<file path="config.mk">
export PLATFORM = sky130hd
export DESIGN_NAME = abst_ctrl
export DESIGN_NICKNAME = d
export VERILOG_FILES = /design/src/abst_pkg.sv /design/src/abst_ctrl.sv
export SDC_FILE = /design/constraint.sdc
export NUM_CORES = 1
export LEC_CHECK = 0
export ABC_AREA = 0
export BUFFER_PORTS_ARGS = -buffer_cell sky130_fd_sc_hd__buf_2
export CORE_MARGIN = 2
export CORE_UTILIZATION = 40
export DETAILED_ROUTE_END_ITERATION = 7
export PLACE_DENSITY = 0.79
export SETUP_SLACK_MARGIN = 0.3
export SLEW_MARGIN = 30
export SYNTH_ARGS = -nofsm -noshare
export SYNTH_HDL_FRONTEND = slang
export SYNTH_SLANG_ARGS = --single-unit
export TNS_END_PERCENT = 100
</file>
<file path="constraint.sdc">
create_clock -name clk -period 4 [get_ports clk]
set_input_delay 1.2 -clock clk [delete_from_list [all_inputs] [get_ports clk]]
set_output_delay 1.2 -clock clk [all_outputs]
set_load 0.02 [all_outputs]
</file>
<file path="src/abst_pkg.sv">
// ----------------------------------------------------------------------------
// abst_pkg
// Shared constants, codes and control types of the array BST insert/in-order
// unit.
// ----------------------------------------------------------------------------
package abst_pkg;

	localparam int TREE_LEVELS = 10;
	localparam int KEY_BITS    = 32;

	// I/O key field width and stored key width
	localparam int KEY_IO_W = 32;
	localparam int KEY_W    = (KEY_BITS < KEY_IO_W) ? KEY_BITS : KEY_IO_W;

	localparam int STORE_SIZE = 1 << TREE_LEVELS;
	localparam int ADDR_W     = TREE_LEVELS;
	localparam int IDX_W      = TREE_LEVELS + 1;
	localparam int ROOT_IDX   = 1;

	localparam int STATUS_W = 3;
	typedef logic [STATUS_W-1:0] status_t;

	localparam status_t ST_INSERTED = 3'd0;
	localparam status_t ST_DUP      = 3'd1;
	localparam status_t ST_DEEP     = 3'd2;
	localparam status_t ST_ZERO     = 3'd3;
	localparam status_t ST_KEY      = 3'd4;
	localparam status_t ST_DONE     = 3'd5;

	localparam logic OP_INSERT = 1'b0;
	localparam logic OP_NEXT   = 1'b1;

	// cursor update
	typedef enum logic [2:0] {
		CUR_HOLD,
		CUR_ZERO,
		CUR_ROOT,
		CUR_END,
		CUR_LEFT,
		CUR_RIGHT,
		CUR_CHILD,
		CUR_UP
	} cur_op_t;

	// store read address select
	typedef enum logic [2:0] {
		RD_ROOT,
		RD_LEFT,
		RD_RIGHT,
		RD_CHILD,
		RD_PARENT
	} rd_sel_t;

	// source of the returned key
	typedef enum logic [1:0] {
		SRC_ZERO,
		SRC_NODE,
		SRC_RDATA
	} res_src_t;

	typedef struct packed {
		logic     take;
		logic     clr_we;
		logic     ins_we;
		logic     node_we;
		cur_op_t  cur_op;
		rd_sel_t  rd_sel;
		logic     res_we;
		status_t  res_status;
		res_src_t res_src;
		logic     out_load;
	} abst_cmd_t;

	typedef struct packed {
		logic in_valid;
		logic op;
		logic key_zero;
		logic cur_zero;
		logic cur_end;
		logic cur_root;
		logic cur_odd;
		logic child_ok;
		logic rd_zero;
		logic rd_eq;
		logic clr_last;
		logic out_free;
	} abst_sts_t;

endpackage

</file>
<file path="src/abst_ctrl.sv">
// ----------------------------------------------------------------------------
// abst_ctrl
// Controller: clearing pass, insert descent and in-order successor walk.
// ----------------------------------------------------------------------------
module abst_ctrl import abst_pkg::*; (
	input  logic      clk,
	input  logic      arst_n,
	input  abst_sts_t sts,
	output abst_cmd_t cmd
);

	localparam logic [3:0] S_CLEAR     = 4'd0;
	localparam logic [3:0] S_IDLE      = 4'd1;
	localparam logic [3:0] S_DISPATCH  = 4'd2;
	localparam logic [3:0] S_INS_EVAL  = 4'd3;
	localparam logic [3:0] S_NXT_ROOT  = 4'd4;
	localparam logic [3:0] S_DESCEND   = 4'd5;
	localparam logic [3:0] S_NXT_LEFT  = 4'd6;
	localparam logic [3:0] S_NXT_RIGHT = 4'd7;
	localparam logic [3:0] S_NXT_CLIMB = 4'd8;
	localparam logic [3:0] S_NXT_FETCH = 4'd9;
	localparam logic [3:0] S_EMIT      = 4'd10;

	logic [3:0] state_q;
	logic [3:0] state_d;

	always_ff @(posedge clk or negedge arst_n) begin
		if (!arst_n) begin
			state_q <= S_CLEAR;
		end else begin
			state_q <= state_d;
		end
	end

	always_comb begin
		cmd     = '0;
		state_d = state_q;
		unique case (state_q)
			S_CLEAR: begin
				cmd.clr_we = 1'b1;
				if (sts.clr_last) begin
					state_d = S_IDLE;
				end
			end
			S_IDLE: begin
				cmd.take = 1'b1;
				if (sts.in_valid) begin
					state_d = S_DISPATCH;
				end
			end
			S_DISPATCH: begin
				if (sts.op == OP_INSERT) begin
					if (sts.key_zero) begin
						cmd.cur_op     = CUR_ZERO;
						cmd.res_we     = 1'b1;
						cmd.res_status = ST_ZERO;
						state_d        = S_EMIT;
					end else begin
						cmd.cur_op = CUR_ROOT;
						cmd.rd_sel = RD_ROOT;
						state_d    = S_INS_EVAL;
					end
				end else if (sts.cur_zero) begin
					cmd.rd_sel = RD_ROOT;
					state_d    = S_NXT_ROOT;
				end else if (sts.cur_end) begin
					cmd.res_we     = 1'b1;
					cmd.res_status = ST_DONE;
					state_d        = S_EMIT;
				end else if (sts.child_ok) begin
					cmd.rd_sel = RD_RIGHT;
					state_d    = S_NXT_RIGHT;
				end else begin
					state_d = S_NXT_CLIMB;
				end
			end
			S_INS_EVAL: begin
				// read data is the node at the cursor
				priority if (sts.rd_zero) begin
					cmd.ins_we     = 1'b1;
					cmd.cur_op     = CUR_ZERO;
					cmd.res_we     = 1'b1;
					cmd.res_status = ST_INSERTED;
					state_d        = S_EMIT;
				end else if (sts.rd_eq) begin
					cmd.cur_op     = CUR_ZERO;
					cmd.res_we     = 1'b1;
					cmd.res_status = ST_DUP;
					state_d        = S_EMIT;
				end else if (!sts.child_ok) begin
					cmd.cur_op     = CUR_ZERO;
					cmd.res_we     = 1'b1;
					cmd.res_status = ST_DEEP;
					state_d        = S_EMIT;
				end else begin
					cmd.cur_op = CUR_CHILD;
					cmd.rd_sel = RD_CHILD;
				end
			end
			S_NXT_ROOT: begin
				if (sts.rd_zero) begin
					cmd.cur_op     = CUR_END;
					cmd.res_we     = 1'b1;
					cmd.res_status = ST_DONE;
					state_d        = S_EMIT;
				end else begin
					cmd.cur_op  = CUR_ROOT;
					cmd.node_we = 1'b1;
					state_d     = S_DESCEND;
				end
			end
			S_DESCEND: begin
				if (sts.child_ok) begin
					cmd.rd_sel = RD_LEFT;
					state_d    = S_NXT_LEFT;
				end else begin
					cmd.res_we     = 1'b1;
					cmd.res_status = ST_KEY;
					cmd.res_src    = SRC_NODE;
					state_d        = S_EMIT;
				end
			end
			S_NXT_LEFT: begin
				if (!sts.rd_zero) begin
					cmd.cur_op  = CUR_LEFT;
					cmd.node_we = 1'b1;
					state_d     = S_DESCEND;
				end else begin
					cmd.res_we     = 1'b1;
					cmd.res_status = ST_KEY;
					cmd.res_src    = SRC_NODE;
					state_d        = S_EMIT;
				end
			end
			S_NXT_RIGHT: begin
				if (!sts.rd_zero) begin
					cmd.cur_op  = CUR_RIGHT;
					cmd.node_we = 1'b1;
					state_d     = S_DESCEND;
				end else begin
					state_d = S_NXT_CLIMB;
				end
			end
			S_NXT_CLIMB: begin
				// climb while the cursor is a right child
				priority if (sts.cur_root) begin
					cmd.cur_op     = CUR_END;
					cmd.res_we     = 1'b1;
					cmd.res_status = ST_DONE;
					state_d        = S_EMIT;
				end else if (sts.cur_odd) begin
					cmd.cur_op = CUR_UP;
				end else begin
					cmd.cur_op = CUR_UP;
					cmd.rd_sel = RD_PARENT;
					state_d    = S_NXT_FETCH;
				end
			end
			S_NXT_FETCH: begin
				cmd.res_we     = 1'b1;
				cmd.res_status = ST_KEY;
				cmd.res_src    = SRC_RDATA;
				state_d        = S_EMIT;
			end
			S_EMIT: begin
				if (sts.out_free) begin
					cmd.out_load = 1'b1;
					state_d      = S_IDLE;
				end
			end
			default: begin
				state_d = S_IDLE;
			end
		endcase
	end

endmodule

</file>
==> results.toml <==
[outcome]
status = "finished, final reports clean"

[yosys]
synth_compound_area_share_pct = 36.2
synth.area.top_cells = "dfrtp_1 13%, a21oi_1 5.7%, o21ai_0 5.1%"
synth_xor_area_share_pct = 0
yosysSeqAreaShare_pct = 12.7
syn-num-nets = 125
synthMuxAreaShare_pct = 0
synth_top_area_share_pct = 12.7
ys_types = 43
yosysTopAreaCell = "dfrtp_1"
synth_area_sq_um = 788
ys_seq_elements = 4
yosysWarnings = 0
synth_top_family_by_area = "simple AND/OR/NAND/NOR gates"
yosys.area_share.simple_pct = 39.8
synth_fa_ha_area_share_pct = 0
syn_avg_cell_area_sq_um = 7.10
synthCells = 111

[cells_and_area]
postLayoutCellArea_sq_um = 953
drive_gt1_share_pct = 32.6
final_util_pct = 50.1
fin_nets = 151
regMostFlops = "state_q"
final_common_cell = "buf_2"
layout.cells.non_filler = 162
diodes = 0
top_regs = "state_q: 4 flops"
final_cell_mix = "30 x buf_2, 10 x inv_1, 9 x a21oi_1, 8 x nand2_1, 8 x o21ai_0"
largest_register_ff_count = 4
fillers = 190
area.growth.synth_to_final_pct = 21.0

[timing]
setup-tns-final_ps = 0
max_freq_mhz = 287
worstMarginPinSlew_ps = 638
whs_ps = 744
setup-violations-final = 0
slew-limit-headroom_pct = 57.5
final_max_slew_viol_count = 0
post-route-period-util_pct = 87.1
finalClockSkew_ps = 8.15
rsz0062_at_grt = "no"
fin_crit_ps = 3490
hold_viol = 0

[power]
vdd_drop_max_mv = 0.272
power.density_nw_per_um2 = 727
leakagePower_nw = 0.480

[cts]
clk_pin_slew_worst_paths_ps = 40
clockBufferDepth = 2
clk_latency_ps = 250
htreeDepth = 1
clock_sinks = 4
cts-root-buf = "clkbuf_4"
post_cts_resized = 0
tritoncts = "built"
ctsHoldBuffers = 0
cts_buffers = 3
cts_setup_buffers = 0

[detailed_routing]
num_vias = 992
drc_errors = 0
vias_per_cell = 6.12
drt_pass1_iterations = 4
ant_nets = 0
drt-wirelength-per-cell_um = 14.5
finalWirelength_um = 2360
drt_iter0_drc = 47

[floorplanning]
die_y_um = 48.4
die_area_sq_um = 2340
coreArea_sq_um = 1900
fp.dieW_um = 48.4
rows = 16
pin_count = 31
initial_core_util_pct = 41.4

[critical_path]
crit_fanout = 12
crit_family = "compound AO/OA/AOI/OAI gates"
crit_slowest_cell = "a211o_1"
crit_arrival_ps = 2290
criticalPathCategory = "primary input to output port"
slowest_delay_ps = 290
crit_top_cell = "buf_2"
worstPathRequired_ps = 2800
startpoint_type = "primary input"
end_kind = "output port"
crit_buf_inv = 2
cp_cell_sequence = "buf_2 -> nor2_2 -> a211o_1 -> a21oi_1 -> nand3b_1 -> buf_2"

[place]
portBuffers = 30
gp_congestion = 0.961
dp.cells = 159
dpl_cell_area_sq_um = 928
post-dp-hpwl_um = 1800

[run]
maxCapViolations = 0

[grt]
grtUsageTotal_pct = 21.0
grt_max_degree = 23
grt_pass1_wl_um = 4040
antenna_found_initial = 0
grt-ovfl-total = 0
grt_pass1_vias = 884

[hold_path]
hold_path.class = "primary input to async pin"
## metal layers
metal	vias to the layer above	wire length, um	track usage, %
met5	-	0	0
met4	0	42	8.10
met3	4	194	3.09
met2	59	1120	32.2
met1	465	998	29.8
li1	464	-	-
## synth_stat cells, drive strengths merged
cell type	number
nand3	3
nand3b	4
o2111ai	1
and2b	1
dfrtp	4
nor2	7
nor4b	3
a311o	1
a31o	1
nor3	3
o31a	1
a31oi	1
o22ai	2
and2	1
nor3b	1
nand2	8
a21oi	9
nand2b	4
nor2b	3
o21ai	8
o221a	1
inv	10
a32oi	2
nor4	2
o311ai	2
clkbuf	3
or4b	1
buf	7
a211o	3
a311oi	1
a41oi	2
and3	2
and3b	2
or3	2
o211ai	1
and4bb	1
o21bai	1
a21o	1
a21bo	1
## logic make-up (layout without fill, tap and decap cells)
group,count (synthesis),in the layout
simple gates,48,48
flops,4,4
buf+inv,20,44
compound gates,39,39
## through the flow
stage | total power, mW | worst slack, ps
4_1_cts | 0.689 | 452
3_5_place_dp | 0.632 | 446
6_report | 0.693 | 515
3_3_place_gp | 0.631 | 469
5_1_grt | 0.752 | 402
2_1_floorplan | 0.517 | 546
## final cells by class
type / instances / area [sq um] / area share (%)
inverter: 10 / 37.5 / 3.94
multi-input combinational: 87 / 602 / 63.1
timing repair buffer: 31 / 158 / 16.5
sequential: 4 / 100 / 10.5
clock buffer: 3 / 22.5 / 2.36
tap: 27 / 33.8 / 3.54
## path summary, 6_finish.rpt
path	end	depth (start not counted)	slack, ps	startpoint
setup / recovery	cmd[6]	6	510	sts[3]
hold / removal	state_q[0]$_DFFE_PN0P_	1	740	arst_n
setup reg to reg	state_q[3]$_DFFE_PN0P_	5	2040	state_q[1]$_DFFE_PN0P_
hold reg to reg	state_q[3]$_DFFE_PN0P_	2	990	state_q[3]$_DFFE_PN0P_
max in group asynchronous	state_q[3]$_DFFE_PN0P_	1	3130	arst_n
min in group clk	state_q[3]$_DFFE_PN0P_	2	990	state_q[3]$_DFFE_PN0P_
## power by group
part | leakage, nW | switching, mW | internal, mW
Clock | 0.0138 | 0.0198 | 0.0338
Combinational | 0.416 | 0.276 | 0.213
Sequential | 0.0499 | 0.0910 | 0.0592
Total | 0.480 | 0.387 | 0.306
No activity file was read; power rests on OpenSTA's default activity.
